### config.mk
export PLATFORM = sky130hd
export DESIGN_NAME = cartridge_bank_mapper_irq_counter_unit
export DESIGN_NICKNAME = d
export VERILOG_FILES = /design/src/sv/cbm_pkg.sv /design/src/sv/cbm_irq_counter.sv /design/src/sv/cbm_bank_regs.sv /design/src/sv/cartridge_bank_mapper_irq_counter_unit.sv
export VERILOG_INCLUDE_DIRS = /design/src /design/src/sv
export SDC_FILE = /design/constraint.sdc
export NUM_CORES = 1
export LEC_CHECK = 0
export BUFFER_PORTS_ARGS = -buffer_cell sky130_fd_sc_hd__buf_4
export CAP_MARGIN = 20
export CORE_MARGIN = 3
export CORE_UTILIZATION = 50
export CTS_CLUSTER_SIZE = 10
export DETAILED_ROUTE_END_ITERATION = 10
export PLACE_DENSITY = 0.68
export SYNTH_ARGS = -nofsm -noshare
export SYNTH_HDL_FRONTEND = slang
export SYNTH_SLANG_ARGS = --single-unit
### constraint.sdc
create_clock -name clock -period 4.3 [get_ports clock]
set_clock_uncertainty 0.15 [all_clocks]
set_input_delay 0.86 -clock clock [delete_from_list [all_inputs] [get_ports clock]]
set_output_delay 0.86 -clock clock [all_outputs]
set_load 0.05 [all_outputs]
### src/sv/assert_macros.svh
// assertion macros shared by the rtl
// no dependencies; assertions drop out when SYNTHESIS is defined
`ifndef ASSERT_MACROS_SVH
`define ASSERT_MACROS_SVH
`ifndef SYNTHESIS
`define ASSERT_IMPLIES(lbl, clk, rst, pre, post, msg) \
   lbl: assert property (@(posedge clk) disable iff (rst) (pre) |-> (post)) else $error(msg);
`define ASSERT_NEXT(lbl, clk, rst, pre, post, msg) \
   lbl: assert property (@(posedge clk) disable iff (rst) (pre) |=> (post)) else $error(msg);
`else
`define ASSERT_IMPLIES(lbl, clk, rst, pre, post, msg)
`define ASSERT_NEXT(lbl, clk, rst, pre, post, msg)
`endif
`endif

### src/sv/cbm_pkg.sv
// shared types, constants and write decode for the bank mapper
// no dependencies
package cbm_pkg;

   localparam int CSR_INDEX_W = 1;
   localparam int CSR_DATA_W  = 6;

   localparam logic [CSR_INDEX_W-1:0] CSR_LAST_PRG_BANK = 1'b0;
   localparam logic [CSR_INDEX_W-1:0] CSR_RAM_PRESENT   = 1'b1;

   localparam logic [CSR_DATA_W-1:0] LAST_PRG_BANK_RESET = 6'd63;

   localparam logic [3:0] GRP_PRG    = 4'h8;
   localparam logic [3:0] GRP_PRG_HI = 4'h9;
   localparam logic [3:0] GRP_CHR_A  = 4'hA;
   localparam logic [3:0] GRP_CHR_B  = 4'hB;
   localparam logic [3:0] GRP_CHR_C  = 4'hC;
   localparam logic [3:0] GRP_CHR_D  = 4'hD;
   localparam logic [3:0] GRP_RELOAD = 4'hE;
   localparam logic [3:0] GRP_IRQ    = 4'hF;

   // low address bits that pick a register within a group
   localparam logic [1:0] IRQ_RELOAD_LOW = 2'd0;
   localparam logic [1:0] IRQ_CTRL_LOW   = 2'd1;
   localparam logic [1:0] MIRROR_LOW     = 2'd2;
   localparam logic [1:0] RAM_EN_LOW     = 2'd2;
   localparam logic [1:0] SPARE_LOW      = 2'd3;

   typedef enum logic [1:0] {
      KIND_CPU_WRITE  = 2'd0,
      KIND_TICK       = 2'd1,
      KIND_CPU_LOOKUP = 2'd2,
      KIND_PPU_LOOKUP = 2'd3
   } kind_type;

   typedef enum logic [2:0] {
      SEL_NONE,
      SEL_PRG,
      SEL_RAM_EN,
      SEL_CHR,
      SEL_RELOAD,
      SEL_IRQ_RELOAD,
      SEL_IRQ_CTRL,
      SEL_MIRROR
   } sel_type;

   // item entering the processing stage
   typedef struct packed {
      logic        fire;
      kind_type    kind;
      logic [15:0] address;
      logic [7:0]  data;
   } item_type;

   typedef struct packed {
      logic [7:0] bank;
      logic       bank_valid;
      logic       ram_write;
      logic [1:0] mirroring;
   } bank_res_type;

   // register select for a cpu write, decoded on address & f003
   function automatic sel_type decode_write(logic [15:0] address);
      logic [3:0] grp;
      logic [1:0] low;
      sel_type    sel;
      grp = address[15:12];
      low = address[1:0];
      sel = SEL_NONE;
      unique case (grp) inside
         GRP_PRG:    sel = SEL_PRG;
         GRP_PRG_HI: sel = (low == RAM_EN_LOW) ? SEL_RAM_EN :
                           ((low == SPARE_LOW) ? SEL_NONE : SEL_PRG);
         GRP_CHR_A, GRP_CHR_B, GRP_CHR_C, GRP_CHR_D: sel = SEL_CHR;
         GRP_RELOAD: sel = SEL_RELOAD;
         GRP_IRQ: begin
            unique case (low)
               IRQ_RELOAD_LOW: sel = SEL_IRQ_RELOAD;
               IRQ_CTRL_LOW:   sel = SEL_IRQ_CTRL;
               MIRROR_LOW:     sel = SEL_MIRROR;
               default:        sel = SEL_NONE;
            endcase
         end
         default: sel = SEL_NONE;
      endcase
      return sel;
   endfunction

endpackage

### src/sv/cbm_irq_counter.sv
// irq down-counter with nibble reload, masked width and pending flag
// depends on cbm_pkg
module cbm_irq_counter (
   input  logic              clock,
   input  logic              reset,
   input  cbm_pkg::item_type item,
   output logic              irq_pending_next
);

   logic [3:0]  reload_ff [4];
   logic [3:0]  reload_in [4];
   logic [15:0] count_ff, count_in;
   logic [15:0] mask_ff, mask_in;
   logic        on_ff, on_in;
   logic        pending_ff, pending_in;
   logic [15:0] part;
   cbm_pkg::sel_type sel;

   always_comb begin
      sel        = cbm_pkg::decode_write(item.address);
      reload_in  = reload_ff;
      count_in   = count_ff;
      mask_in    = mask_ff;
      on_in      = on_ff;
      pending_in = pending_ff;
      part       = (count_ff & mask_ff) - 16'd1;
      if (item.fire) begin
         case (item.kind)
            cbm_pkg::KIND_CPU_WRITE: begin
               if (item.address[15]) begin
                  case (sel)
                     cbm_pkg::SEL_RELOAD: reload_in[item.address[1:0]] = item.data[3:0];
                     cbm_pkg::SEL_IRQ_RELOAD: begin
                        pending_in = 1'b0;
                        count_in   = {reload_ff[3], reload_ff[2], reload_ff[1], reload_ff[0]};
                     end
                     cbm_pkg::SEL_IRQ_CTRL: begin
                        pending_in = 1'b0;
                        on_in      = item.data[0];
                        // narrowest width wins
                        if (item.data[3])      mask_in = 16'h000F;
                        else if (item.data[2]) mask_in = 16'h00FF;
                        else if (item.data[1]) mask_in = 16'h0FFF;
                        else                   mask_in = 16'hFFFF;
                     end
                     default: ;
                  endcase
               end
            end
            cbm_pkg::KIND_TICK: begin
               if (on_ff) begin
                  if (part == 16'd0) pending_in = 1'b1;
                  count_in = (count_ff & ~mask_ff) | (part & mask_ff);
               end
            end
            default: ;
         endcase
      end
   end

   assign irq_pending_next = pending_in;

   always_ff @(posedge clock) begin
      if (reset) begin
         for (int i = 0; i < 4; i++) reload_ff[i] <= 4'd0;
         count_ff   <= 16'd0;
         mask_ff    <= 16'd0;
         on_ff      <= 1'b0;
         pending_ff <= 1'b0;
      end else begin
         reload_ff  <= reload_in;
         count_ff   <= count_in;
         mask_ff    <= mask_in;
         on_ff      <= on_in;
         pending_ff <= pending_in;
      end
   end

endmodule

### src/sv/cbm_bank_regs.sv
// prg/chr bank nibbles, ram enable, mirroring and bank lookup
// depends on cbm_pkg
module cbm_bank_regs (
   input  logic                                 clock,
   input  logic                                 reset,
   input  cbm_pkg::item_type                    item,
   input  logic                                 csr_write,
   input  logic [cbm_pkg::CSR_INDEX_W-1:0]      csr_index,
   input  logic [cbm_pkg::CSR_DATA_W-1:0]       csr_data,
   output cbm_pkg::bank_res_type                res
);

   // nibbles kept as low/high pairs so each lookup reads one entry
   logic [3:0] prg_lo_ff [3];
   logic [1:0] prg_hi_ff [3];
   logic [3:0] chr_lo_ff [8];
   logic [3:0] chr_hi_ff [8];
   logic [3:0] prg_lo_in [3];
   logic [1:0] prg_hi_in [3];
   logic [3:0] chr_lo_in [8];
   logic [3:0] chr_hi_in [8];
   logic       ram_on_ff, ram_on_in;
   logic [1:0] mirror_ff, mirror_in;
   logic [cbm_pkg::CSR_DATA_W-1:0] last_prg_ff;
   logic       ram_present_ff;
   cbm_pkg::sel_type sel;
   logic [1:0] prg_pair;
   logic [1:0] chr_grp;
   logic [2:0] chr_pair;
   logic [1:0] win;
   logic [2:0] chr_n;

   always_comb begin
      sel       = cbm_pkg::decode_write(item.address);
      prg_pair  = (item.address[15:12] == cbm_pkg::GRP_PRG) ? {1'b0, item.address[1]} : 2'd2;
      chr_grp   = 2'(item.address[13:12] - 2'd2);
      chr_pair  = {chr_grp, item.address[1]};
      win       = item.address[14:13];
      chr_n     = item.address[12:10];
      prg_lo_in = prg_lo_ff;
      prg_hi_in = prg_hi_ff;
      chr_lo_in = chr_lo_ff;
      chr_hi_in = chr_hi_ff;
      ram_on_in = ram_on_ff;
      mirror_in = mirror_ff;
      res       = '0;
      if (item.fire) begin
         case (item.kind)
            cbm_pkg::KIND_CPU_WRITE: begin
               if (item.address[15:13] == 3'b011) begin
                  res.ram_write = ram_on_ff & ram_present_ff;
               end else if (item.address[15]) begin
                  case (sel)
                     cbm_pkg::SEL_PRG: begin
                        if (item.address[0]) prg_hi_in[prg_pair] = item.data[1:0];
                        else                 prg_lo_in[prg_pair] = item.data[3:0];
                     end
                     cbm_pkg::SEL_CHR: begin
                        if (item.address[0]) chr_hi_in[chr_pair] = item.data[3:0];
                        else                 chr_lo_in[chr_pair] = item.data[3:0];
                     end
                     cbm_pkg::SEL_RAM_EN: ram_on_in = |item.data[1:0];
                     cbm_pkg::SEL_MIRROR: mirror_in = item.data[1:0];
                     default: ;
                  endcase
               end
            end
            cbm_pkg::KIND_CPU_LOOKUP: begin
               if (item.address[15]) begin
                  res.bank_valid = 1'b1;
                  if (win == 2'd3) res.bank = {2'b00, last_prg_ff};
                  else             res.bank = {2'b00, prg_hi_ff[win], prg_lo_ff[win]};
               end
            end
            cbm_pkg::KIND_PPU_LOOKUP: begin
               if (item.address[15:13] == 3'b000) begin
                  res.bank_valid = 1'b1;
                  res.bank       = {chr_hi_ff[chr_n], chr_lo_ff[chr_n]};
               end
            end
            default: ;
         endcase
      end
      res.mirroring = mirror_in;
   end

   always_ff @(posedge clock) begin
      if (reset) begin
         for (int i = 0; i < 3; i++) begin
            prg_lo_ff[i] <= 4'd0;
            prg_hi_ff[i] <= 2'd0;
         end
         for (int i = 0; i < 8; i++) begin
            chr_lo_ff[i] <= 4'd0;
            chr_hi_ff[i] <= 4'd0;
         end
         ram_on_ff      <= 1'b1;
         mirror_ff      <= 2'd0;
         last_prg_ff    <= cbm_pkg::LAST_PRG_BANK_RESET;
         ram_present_ff <= 1'b1;
      end else begin
         prg_lo_ff <= prg_lo_in;
         prg_hi_ff <= prg_hi_in;
         chr_lo_ff <= chr_lo_in;
         chr_hi_ff <= chr_hi_in;
         ram_on_ff <= ram_on_in;
         mirror_ff <= mirror_in;
         if (csr_write) begin
            unique case (csr_index)
               cbm_pkg::CSR_LAST_PRG_BANK: last_prg_ff    <= csr_data;
               cbm_pkg::CSR_RAM_PRESENT:   ram_present_ff <= csr_data[0];
               default: ;
            endcase
         end
      end
   end

endmodule

### src/sv/cartridge_bank_mapper_irq_counter_unit.sv
// path: a word taken into the input register moves on to the result register
// throughput: one word per clock unless a stalled result register is full; the state
//   update sits in a single stage between the input register and the result register
// reset: synchronous, active high; clears bank nibbles, counter, mask and irq,
//   sets ram enable, last prg bank to 63 and ram present to 1
// depends on cbm_pkg, cbm_irq_counter, cbm_bank_regs and assert_macros.svh
`include "assert_macros.svh"
module cartridge_bank_mapper_irq_counter_unit (
   input  logic                            clock,
   input  logic                            reset,
   // request words
   input  logic                            req_valid,
   output logic                            req_stall,
   input  logic [1:0]                      req_kind,
   input  logic [15:0]                     req_address,
   input  logic [7:0]                      req_data,
   // result words
   output logic                            rsp_valid,
   input  logic                            rsp_stall,
   output logic                            rsp_irq_level,
   output logic [7:0]                      rsp_bank,
   output logic                            rsp_bank_valid,
   output logic                            rsp_ram_write,
   output logic [1:0]                      rsp_mirroring,
   // configuration writes
   input  logic                            csr_write,
   input  logic [cbm_pkg::CSR_INDEX_W-1:0] csr_index,
   input  logic [cbm_pkg::CSR_DATA_W-1:0]  csr_data
);

   // input register
   logic        s1_valid_ff, s1_valid_in;
   logic [1:0]  s1_kind_ff;
   logic [15:0] s1_address_ff;
   logic [7:0]  s1_data_ff;

   // result register
   logic        rsp_valid_ff, rsp_valid_in;
   logic        rsp_irq_ff;
   logic [7:0]  rsp_bank_ff;
   logic        rsp_bank_valid_ff;
   logic        rsp_ram_write_ff;
   logic [1:0]  rsp_mirroring_ff;

   logic advance;
   logic fire;
   logic req_take;
   logic irq_next;
   logic irq_ack_fire;
   logic rsp_miss;
   cbm_pkg::item_type     item;
   cbm_pkg::bank_res_type bank_res;

   // the stage moves on when the result register is empty or being drained
   assign advance   = !rsp_valid_ff || !rsp_stall;
   assign fire      = s1_valid_ff && advance;
   assign req_stall = s1_valid_ff && !advance;
   assign req_take  = req_valid && !req_stall;

   always_comb begin
      item.fire    = fire;
      item.kind    = cbm_pkg::kind_type'(s1_kind_ff);
      item.address = s1_address_ff;
      item.data    = s1_data_ff;
   end

   cbm_irq_counter u_irq (
      .clock            (clock),
      .reset            (reset),
      .item             (item),
      .irq_pending_next (irq_next)
   );

   cbm_bank_regs u_bank (
      .clock     (clock),
      .reset     (reset),
      .item      (item),
      .csr_write (csr_write),
      .csr_index (csr_index),
      .csr_data  (csr_data),
      .res       (bank_res)
   );

   always_comb begin
      s1_valid_in = s1_valid_ff;
      if (req_take)  s1_valid_in = 1'b1;
      else if (fire) s1_valid_in = 1'b0;
      rsp_valid_in = rsp_valid_ff;
      if (fire)               rsp_valid_in = 1'b1;
      else if (!rsp_stall)    rsp_valid_in = 1'b0;
   end

   // control state
   always_ff @(posedge clock) begin
      if (reset) begin
         s1_valid_ff  <= 1'b0;
         rsp_valid_ff <= 1'b0;
      end else begin
         s1_valid_ff  <= s1_valid_in;
         rsp_valid_ff <= rsp_valid_in;
      end
   end

   // payload, no reset needed
   always_ff @(posedge clock) begin
      if (req_take) begin
         s1_kind_ff    <= req_kind;
         s1_address_ff <= req_address;
         s1_data_ff    <= req_data;
      end
      if (fire) begin
         rsp_irq_ff        <= irq_next;
         rsp_bank_ff       <= bank_res.bank;
         rsp_bank_valid_ff <= bank_res.bank_valid;
         rsp_ram_write_ff  <= bank_res.ram_write;
         rsp_mirroring_ff  <= bank_res.mirroring;
      end
   end

   assign rsp_valid      = rsp_valid_ff;
   assign rsp_irq_level  = rsp_irq_ff;
   assign rsp_bank       = rsp_bank_ff;
   assign rsp_bank_valid = rsp_bank_valid_ff;
   assign rsp_ram_write  = rsp_ram_write_ff;
   assign rsp_mirroring  = rsp_mirroring_ff;

   // f000 or f001 write being processed
   assign irq_ack_fire = fire && s1_kind_ff == cbm_pkg::KIND_CPU_WRITE &&
                         s1_address_ff[15:12] == cbm_pkg::GRP_IRQ && !s1_address_ff[1];
   assign rsp_miss     = rsp_valid && !rsp_bank_valid;

   // a word leaving the input register always lands in the result register
   `ASSERT_NEXT(a_fire_lands, clock, reset, fire, rsp_valid, "processed word not presented")
   // stall only while the input register holds a word
   `ASSERT_IMPLIES(a_stall_full, clock, reset, req_stall, s1_valid_ff, "stall with empty stage")
   // a miss never carries a bank number
   `ASSERT_IMPLIES(a_miss_zero, clock, reset, rsp_miss, rsp_bank == 8'd0, "bank on miss")
   // reload or control write acknowledges the irq
   `ASSERT_NEXT(a_irq_ack, clock, reset, irq_ack_fire, !rsp_irq_level, "irq not acknowledged")

endmodule

==> summary.md, run 1 <==
| Metric | Value |
|---|---|
| Commonest cells after routing, fill and taps aside | `dfxtp_1, nand2_1, mux2i_1, nor2_1, buf_4` |
| Buffers from clock root to sink, at most | `2` |
| Pwr Density | `slightly below 400 mW/mm^2` |
| Die Y | `128 um` |
| Synth area leaders | `dfxtp_1, mux2i_1, edfxtp_1` |
| Headroom to the max-slew limit | `between 30 and 40%` |
| Number of core rows | `43` |
| Die width | `128 um` |
| P_leak | `about 3.4 nW` |
| Register area | `around 0.0035 sq mm` |
| Largest net degree at the start of global routing | `72` |
| Vias in the first global route | `about 5.7k` |
| RSZ-0062 raised after global routing | `false` |
| Critical Path RT | `roughly 4500 ps` |
| First-pass GRT wire length | `29300 um` |
| Netlist cell types | `between 60 and 70` |
| Routed Antenna Nets | `0` |
| Core box area | `0.0141 sq mm` |
| Leading cell type in the layout, fill and taps excluded | `dfxtp_1` |
| P_int | `around 0.0024 W` |
| FMAX | `297 MHz` |
| Switching Power | `~0.0008 W` |
| Via count of the routed design | `5689` |
| WL final | `17800 um` |
| Final GP Congestion | `0.834` |
| Sink Count | `159` |
| Fillers | `1204` |
| Multi-input gate area | `roughly 0.0037 sq mm` |
| Post-CTS Hold Buffers | `0` |
| IO Port Bufs | `40` |
| Setup TNS | `0 ps` |
| Leading area contributor after synthesis | `dfxtp_1` |
| Clock Tree Root | `clkbuf_16` |
| Status | `completed` |
| Worst Hold Class | `reg -> reg` |
| 1st-pass router iterations | `5` |
| Hold Fails Final Rpt | `0` |
| Slew Limit Fails | `0` |
| Clock latency on the worst-skew pair | `between 400 and 500 ps` |
| Final worst slack | `just over 900 ps` |
| Worst-Margin Slew | `between 1000 and 1500 ps` |
| Setup Viol. Count Final | `0` |
| Starting Density | `a little over half` |
| # Post-CTS Setup Buffers | `0` |
| CP Capture Type | `flip-flop` |
| CTS Buf Count | `17` |
| Layout Nets | `approximately 800` |
| Max Cap Viol | `0` |
| Tcrit/Tclk final | `roughly four fifths` |
| Worst VDD drop | `0.000383 V` |
| Post-synth EDFFs | `27` |
| GRT Total Usage | `22.8%` |
| Layout cells sized above 1 | `15.7%` |
| Crit Path Max Fanout | `17` |
| Placed inst area | `~0.0078 sq mm` |
| Overflow after GRT | `0` |
| Fin util | `58.9%` |
| Synth top area share | `35.7%` |
| Post-synth ARST share | `0%` |
| Seq pwr share | `between 40% and 50%` |
| Syn. warnings | `0` |
| Seq/Total Area, Yosys | `46.7%` |
| H-tree levels | `4` |
| Io pins | `53` |
| Die Footprint | `around 0.016 sq mm` |
| Comb pwr share | `5.9%` |
| Post-DP HPWL | `approximately 12000 um` |
| Clk network pwr share | `approximately 45%` |
| Initial antenna violation count | `0` |
| Top_reg_cell synth | `dfxtp_1` |
| Synthesis-stage register bit count | `159` |
| CTS resizes | `0` |
| Ant. Diodes | `0` |
| DRT iter0 DRCs | `between 500 and 600` |
| Post-layout min period | `3370 ps` |
| Synthesized cell area | `around 0.0074 sq mm` |
| Final instance area | `roughly 0.0083 sq mm` |
| Syn Nets | `just under 800` |
| P&R area growth vs syn | `12.7%` |
| Synthesized instance count | `744` |
| Via/cell ratio | `5.98` |
| Drt drc | `0` |
| Kind of critical path | `reg -> reg` |
| Critical path launch point type | `flip-flop` |
| Worst-path clk slew | `60 ps` |
| Arr. time, crit path | `around 3500 ps` |
| Synthesized area per cell | `9.94 sq um` |
| DR WL/cell | `between 15 and 20 um` |
| CTS tree | `yes` |
| Sw Ratio | `between 20 and 25%` |
| Pre-CTS setup slack | `approximately 1000 ps` |
[cell families (layout without fill, tap and decap cells)]
| kind of cell | count (synthesis) | after routing | synth area share, % |
|---|---|---|---|
| and+or+nand+nor | 260 | 260 | 16.5 |
| adders and majority gates | 6 | 6 | 1.02 |
| muxes | 119 | 119 | 19.9 |
| DFF | 159 | 159 | 46.7 |
| AOI/OAI and AO/OA | 131 | 131 | 11.9 |
| xor gates and xnor gates | 4 | 4 | 0.474 |
| buffers and inverters | 65 | 93 | 3.61 |
[flip-flops by register name (all words and copies together) (netlist names), 2 cells and up, named ones only]
register / count
u_bank.chr_hi_ff: 32
rsp_mirroring: 2
u_irq.reload_ff: 16
u_bank.chr_lo_ff: 32
s1_address_ff: 8
u_irq.mask_ff: 4
rsp_bank: 8
u_bank.prg_lo_ff: 12
s1_kind_ff: 2
u_bank.mirror_ff: 2
s1_data_ff: 4
u_bank.prg_hi_ff: 6
u_bank.last_prg_ff: 6
[critical path, cell delays in order, from the launching register on]
cell and delay [ps]:
edfxtp_1 320, buf_4 220, clkinv_1 350, ha_1 380, nor2_1 220, o32ai_4 220
o31ai_2 830, buf_4 300, nor2_1 50, a311oi_1 230
[synthesized netlist by cell type (all sizes together) (3+ instances only)]
library cell / number
nor4: 9
a311oi: 3
nand3: 20
o22ai: 6
o31ai: 7
o41ai: 3
nand2: 118
o21ai: 35
nand4: 11
edfxtp: 27
nor2: 63
mux4: 22
mux2i: 95
nand2b: 4
clkbuf: 44
and4: 4
o211ai: 4
buf: 9
a21oi: 41
and2: 8
o31a: 3
or3: 3
dfxtp: 132
inv: 11
ha: 6
nor2b: 5
o21a: 5
nor3: 6
[metrics by stage]
stage / total power (W) / hold slack (ps) / std cells
final: 0.00320 / 312 / 952
after global routing: 0.00331 / 332 / 952
after detailed placement: 0.00179 / 302 / 920
after global placement: 0.00179 / 292 / 920
after floorplan: 0.00172 / 282 / 744
after CTS: 0.00322 / 311 / 952
[power by group through the flow]
stage | combinational [W] | clock, W | sequential, W
3_3_place_gp | 0.000183 | 0 | 0.00160
5_1_grt | 0.000203 | 0.00153 | 0.00158
3_5_place_dp | 0.000187 | 0 | 0.00161
2_1_floorplan | 0.000124 | 0 | 0.00160
4_1_cts | 0.000188 | 0.00146 | 0.00157
6_report | 0.000188 | 0.00144 | 0.00157
[area by class of cell]
type	count	area share, %
timing repair buffer	49	4.42
clock inverter	12	1.19
tap	180	2.70
clock buffer	20	5.62
inverter	12	0.541
sequential	159	41.5
multi-input combinational	520	44.1
[path summary, 6_finish.rpt]
check	slack (ps)	start	to	depth (start not counted)
worst max-delay path	930	s1_address_ff[0]	u_irq.count_ff[0]	9
worst min-delay path	310	u_bank.chr_hi_ff[4]	u_bank.chr_hi_ff[4]	2
worst max register to register	930	s1_address_ff[0]	u_irq.count_ff[0]	9
worst min register to register	310	u_bank.chr_hi_ff[4]	u_bank.chr_hi_ff[4]	2
[per-layer routing]
metal / track usage [%] / vias to the layer above / routed length (um)
met5: 0 / - / 0
met1: 29.6 / 2775 / 7680
li1: - / 2705 / -
met4: 5.87 / 0 / 157
met2: 38.9 / 191 / 8880
met3: 5.06 / 18 / 1060
Note: power is estimated with default switching activity, not from simulation.
==> inputs of run 2 (changes only) <==
PLACE_DENSITY = 0.71   (was 0.68)
clock period = 2.74 ns   (was 4.3 ns; I/O delays follow)
==> summary.md, run 2 (synthesis gave the netlist of run 1 again) <==
| Metric | Value |
|---|---|
| Status | `completed` |
| DR WL/cell | `18.5 um` |
| Arr. time, crit path | `around 2800 ps` |
| Overflow after GRT | `0` |
| Worst-Margin Slew | `~860 ps` |
| Layout cells sized above 1 | `~18%` |
| First-pass GRT wire length | `approximately 29000 um` |
| Drt drc | `0` |
| GRT Total Usage | `a little under a quarter` |
| Hold Fails Final Rpt | `0` |
| Non-Filler Instances | `974` |
| Sink Count | `~160` |
| Kind of critical path | `reg -> reg` |
| Post-CTS Hold Buffers | `0` |
| Hold depth | `1` |
| DRT iter0 DRCs | `around 710` |
| Fillers | `around 1.1k` |
| Via/cell ratio | `5.98` |
| Buffers from clock root to sink, at most | `2` |
| Io pins | `53` |
| Setup Viol. Count Final | `0` |
| Clock Tree Root | `clkbuf_16` |
| FMAX | `approximately 380 MHz` |
| Clk network pwr share | `about 45%` |
| Worst Hold Class | `in -> reg` |
| Seq pwr share | `about half` |
| Crit Path Max Fanout | `14` |
| CTS tree | `yes` |
| WL final | `approximately 18000 um` |
| Largest net degree at the start of global routing | `72` |
| 1st-pass router iterations | `6` |
| Pwr Density | `roughly 600 mW/mm^2` |
| Final instance area | `roughly 0.0085 sq mm` |
| Switching Power | `~0.0012 W` |
| Number of core rows | `between 40 and 50` |
| Critical Path RT | `about 2900 ps` |
| Worst setup startpoint | `s1_address_ff[0]` |
| Tcrit/Tclk final | `a little over nine tenths` |
| CP Capture Type | `flip-flop` |
| FF-to-FF Start | `s1_address_ff[0]` |
| Headroom to the max-slew limit | `roughly 43%` |
| Multi-input gate area | `around 0.0037 sq mm` |
| Via count of the routed design | `roughly 5.8k` |
| P_leak | `between 3 and 4 nW` |
| Placed inst area | `0.00793 sq mm` |
| Register area | `~0.0035 sq mm` |
| Clock latency on the worst-skew pair | `~420 ps` |
| Die width | `128 um` |
| Initial antenna violation count | `0` |
| Ant. Diodes | `0` |
| Die Footprint | `about 0.016 sq mm` |
| Slew Limit Fails | `0` |
| Critical path launch point type | `flip-flop` |
| CTS Buf Count | `17` |
| Core box area | `about 0.014 sq mm` |
| P&R area growth vs syn | `15.2%` |
| Die Y | `about 130 um` |
| Max Cap Viol | `0` |
| IO Port Bufs | `40` |
| Final GP Congestion | `~0.87` |
| Worst VDD drop | `around 0.00042 V` |
| Post-DP HPWL | `around 12000 um` |
| Starting Density | `a little over half` |
| P_int | `between 0.003 and 0.004 W` |
| Routed Antenna Nets | `0` |
| Vias in the first global route | `around 5.7k` |
| Leading cell type in the layout, fill and taps excluded | `dfxtp_1` |
| Worst Reg-to-Reg Cells | `8` |
| Commonest cells after routing, fill and taps aside | `dfxtp_1, nand2_1, mux2i_1, buf_4, nor2_1` |
| Worst-path clk slew | `70 ps` |
| Hold endpoint | `s1_address_ff[10]` |
| WHS | `about 150 ps` |
| Min-delay src | `req_address[10]` |
| RSZ-0062 raised after global routing | `true` |
| Regs by FF count | `u_bank.chr_hi_ff (32), u_bank.chr_lo_ff (32), u_irq.reload_ff (16)` |
| H-tree levels | `4` |
| Reg2reg setup slack | `approximately 120 ps` |
| Layout Nets | `825` |
| Comb pwr share | `under 10%` |
| Sw Ratio | `between 20% and 30%` |
| Reg-to-reg endpoint | `u_bank.mirror_ff[1]` |
| Placed Cells | `roughly 940` |
| Post-layout min period | `between 2000 and 3000 ps` |
[run 2: how the worst max path moves through the flow]
stage / to / slack, ps / depth (start not counted)
detailed placement: u_bank.chr_hi_ff[2] / 70 / 8
floorplan: u_bank.prg_lo_ff[10] / 80 / 6
global route: flip-flop / -20 / 9
finish: u_bank.mirror_ff[1] / 120 / 8
CTS: u_bank.chr_hi_ff[2] / 50 / 8
global placement: flip-flop / -60 / 8
[run 2: layout make-up]
| cell class | count | area share (%) |
|---|---|---|
| clock buffer | 23 | 5.86 |
| inverter | 12 | 0.529 |
| tap | 180 | 2.64 |
| timing repair buffer | 71 | 6.30 |
| sequential | 159 | 40.6 |
| clock inverter | 9 | 0.867 |
| multi-input combinational | 520 | 43.2 |
[run 2: critical path: stages, from the launching register on]
cell	delay (ps)
edfxtp_1	390
buf_4	150
ha_1	200
nor2_1	240
o32ai_4	120
buf_4	220
nor3_1	480
mux2_2	410
and2_1	150
[run 2: power groups by stage]
stage	Combinational [W]	Clock, W	Sequential (W)
final	0.000339	0.00226	0.00245
after global routing	0.000363	0.00238	0.00246
after CTS	0.000337	0.00228	0.00245
after detailed placement	0.000335	0	0.00250
after global placement	0.000327	0	0.00250
after floorplan	0.000195	0	0.00251
[run 2: what timing repair did]
action | CTS | global route
gates resized for setup | 0 | 2
endpoints found under the setup margin | 0 | 18
setup buffers | 0 | 0
[run 2: layer usage]
layer,vias up,global-route usage [%],share of wire [%]
li1,2765,-,-
met1,2826,30.0,44
met2,201,36.6,49
met3,31,4.39,5.0
met4,0,9.11,2.5
met5,-,0,0
[run 2: per-stage QoR]
| step | TNS [ps] | setup slack (ps) | utilization [%] | total power (W) |
|---|---|---|---|---|
| 2_1_floorplan | 0 | 78.8 | - | 0.00270 |
| 3_3_place_gp | -156 | -59.6 | 56.0 | 0.00283 |
| 3_5_place_dp | 0 | 68.5 | 56.1 | 0.00284 |
| 4_1_cts | 0 | 46.9 | 60.1 | 0.00507 |
| 5_1_grt | -15.8 | -15.8 | 60.2 | 0.00520 |
| 6_report | 0 | 123 | 60.2 | 0.00505 |
==> inputs of run 3 (changes only) <==
ABC_AREA = 1   (was unset)
CTS_BUF_LIST = sky130_fd_sc_hd__clkbuf_4   (was unset)
==> summary.md, run 3 <==
| Metric | Value |
|---|---|
| Status | `completed` |
| Top_reg_cell synth | `dfxtp_1` |
| Syn. warnings | `0` |
| Number of core rows | `44` |
| Post-DP HPWL | `roughly 13000 um` |
| Crit Path Max Fanout | `8` |
| Reg2reg setup slack | `around 230 ps` |
| Synthesis-stage register bit count | `159` |
| Hold Fails Final Rpt | `0` |
| Critical path launch point type | `flip-flop` |
| Worst-path clk slew | `between 100 and 150 ps` |
| Synth top area share | `34.4%` |
| DR WL/cell | `about 14 um` |
| Die Footprint | `about 0.017 sq mm` |
| Sw Ratio | `a little over a quarter` |
| Sink Count | `roughly 160` |
| Hold depth | `3` |
| Clock latency on the worst-skew pair | `approximately 570 ps` |
| P&R area growth vs syn | `13.4%` |
| Overflow after GRT | `0` |
| Reg-to-reg endpoint | `u_bank.chr_lo_ff[16]` |
| Synth area leaders | `dfxtp_1, nand2_1, nor2_1` |
| Tcrit/Tclk final | `between 90% and 100%` |
| Arr. time, crit path | `between 2000 and 3000 ps` |
| Io pins | `53` |
| Pwr Density | `roughly 500 mW/mm^2` |
| CTS Buf Count | `17` |
| Layout cells sized above 1 | `between 10% and 20%` |
| CTS tree | `yes` |
| Vias in the first global route | `6567` |
| Die width | `around 130 um` |
| FF-to-FF Start | `s1_address_ff[0]` |
| Hold endpoint | `u_bank.last_prg_ff[3]` |
| P_leak | `3.80 nW` |
| Seq/Total Area, Yosys | `between 40 and 50%` |
| Clock Tree Root | `clkbuf_4` |
| Min-delay src | `csr_data[3]` |
| Setup TNS | `0 ps` |
| Leading cell type in the layout, fill and taps excluded | `nand2_1` |
| WL final | `about 19000 um` |
| Drt drc | `0` |
| 1st-pass router iterations | `7` |
| Syn Nets | `between 1k and 1.5k` |
| First-pass GRT wire length | `31500 um` |
| Synthesized cell area | `approximately 0.0077 sq mm` |
| Post-synth EDFFs | `27` |
| Die Y | `130 um` |
| Via count of the routed design | `7134` |
| Initial antenna violation count | `1` |
| IO Port Bufs | `40` |
| Fillers | `roughly 1.4k` |
| RSZ-0062 raised after global routing | `false` |
| Non-Filler Instances | `between 1k and 1.5k` |
| Post-synth ARST share | `0%` |
| Netlist cell types | `27` |
| H-tree levels | `4` |
| Clk network pwr share | `34.4%` |
| Core box area | `0.0148 sq mm` |
| Buffers from clock root to sink, at most | `2` |
| GRT Total Usage | `between 20% and 30%` |
| CTS resizes | `0` |
| Critical Path RT | `a little over 3000 ps` |
| Setup Viol. Count Final | `0` |
| Seq pwr share | `a little under three fifths` |
| Synthesized instance count | `~1.1k` |
| Top post-synthesis cells by count | `nand2_1, nor2_1, dfxtp_1, o21ai_0, inv_1` |
| CP Capture Type | `flip-flop` |
| Worst Reg-to-Reg Cells | `11` |
| Headroom to the max-slew limit | `56.6%` |
| Top-count cell post-synth | `nand2_1` |
| Worst VDD drop | `between 0.0002 and 0.0003 V` |
| Largest net degree at the start of global routing | `between 100 and 150` |
| Worst-Margin Slew | `roughly 650 ps` |
| Leading area contributor after synthesis | `dfxtp_1` |
| Commonest cells after routing, fill and taps aside | `nand2_1, nor2_1, dfxtp_1, o21ai_0, inv_1` |
| Final GP Congestion | `0.875` |
| FMAX | `roughly 400 MHz` |
| Max Cap Viol | `0` |
| Layout Nets | `around 1.2k` |
| Slew Limit Fails | `0` |
| Placed Cells | `about 1.3k` |
| Starting Density | `a little over half` |
| Switching Power | `between 0.001 and 0.0015 W` |
| Via/cell ratio | `approximately 5` |
| Synthesized area per cell | `6.78 sq um` |
| Worst Hold Class | `in -> reg` |
| Comb pwr share | `under 10%` |
| Routed Antenna Nets | `0` |
| Post-layout min period | `2510 ps` |
| Kind of critical path | `reg -> reg` |
| DRT iter0 DRCs | `approximately 530` |
| P_int | `0.00320 W` |
| Regs by FF count | `u_bank.chr_hi_ff (32), u_bank.chr_lo_ff (32), u_irq.reload_ff (16)` |
==> run 3: cell count changes after synthesis, sizes merged, moves of 22 or more <==
cell / before / now
nand3: 20 / 47
mux2i: 95 / 0
clkbuf: 44 / 21
mux4: 22 / 0
nand2: 118 / 350
nor2: 63 / 316
o21ai: 35 / 70
inv: 11 / 72
==> run 3: cell type report <==
type	count	area [sq um]	share of cell area, %
tap	184	230	2.64
inverter	72	270	3.10
sequential	159	3450	39.7
antenna	1	2.50	0.0287
clock inverter	12	146	1.68
clock buffer	20	150	1.72
timing repair buffer	80	648	7.44
multi-input combinational	862	3810	43.7
==> run 3: metal layers <==
layer | vias to the layer above | GRT usage, % | share of wire (%)
met4 | 0 | 6.05 | 1.4
met3 | 22 | 4.50 | 4.7
met5 | - | 0 | 0
met1 | 3253 | 31.4 | 47
met2 | 148 | 39.0 | 47
li1 | 3711 | - | -
==> run 3: worst max-delay path by stage <==
stage,from,end,cells after the start
final,s1_address_ff[0],u_bank.chr_lo_ff[16],11
after global routing,s1_address_ff[0],u_bank.chr_hi_ff[22],11
after CTS,s1_address_ff[1],u_bank.chr_hi_ff[22],11
after detailed placement,s1_address_ff[1],u_bank.chr_lo_ff[16],11
after global placement,s1_address_ff[1],u_bank.chr_lo_ff[31],11
after floorplan,rsp_valid,u_bank.prg_lo_ff[10],8
==> run 3: timing repair <==
| action | 4_1_cts | 5_1_grt |
|---|---|---|
| hold endpoints to repair | 14 | 0 |
| buffers inserted | 0 | 4 |
| endpoints found under the setup margin | 0 | 62 |
| hold buffers | 14 | 0 |
==> run 3: logic make-up after synthesis <==
logic type      Yosys count  synth area share (%)
buf+inv                 111                  5.51
simple gates            725                  38.9
fa+ha+maj                 6                 0.978
compound gates          131                  9.61
flops                   159                  45.0
==> run 3: power groups by stage <==
| stage | combinational (W) | clock (W) | sequential (W) |
|---|---|---|---|
| global route | 0.000452 | 0.00161 | 0.00244 |
| floorplan | 0.000226 | 0 | 0.00250 |
| detailed placement | 0.000381 | 0 | 0.00249 |
| global placement | 0.000379 | 0 | 0.00249 |
| CTS | 0.000398 | 0.00152 | 0.00243 |
| finish | 0.000406 | 0.00149 | 0.00243 |
==> run 3: critical path, cell delays in order (launching register included) <==
cell and delay [ps]:
edfxtp_1 500, inv_1 130, ha_1 280, nor3b_1 160
nor2_1 90, buf_4 160, inv_2 110, nand4_4 320
nor2_4 330, nand2_1 80, nand2_1 60, nor2_1 50
==> run 3: through the flow <==
step           util [%]  cell area [sq um]  hold slack (ps)  worst slack (ps)  total power (W)
2_1_floorplan         -               7680              279               314          0.00273
3_3_place_gp       55.8               8240              298               229          0.00287
3_5_place_dp       55.8               8240              297               182          0.00287
4_1_cts            58.8               8670            0.458               184          0.00435
5_1_grt            59.0               8710            0.141              2.85          0.00450
6_report           59.0               8710             31.7               230          0.00433
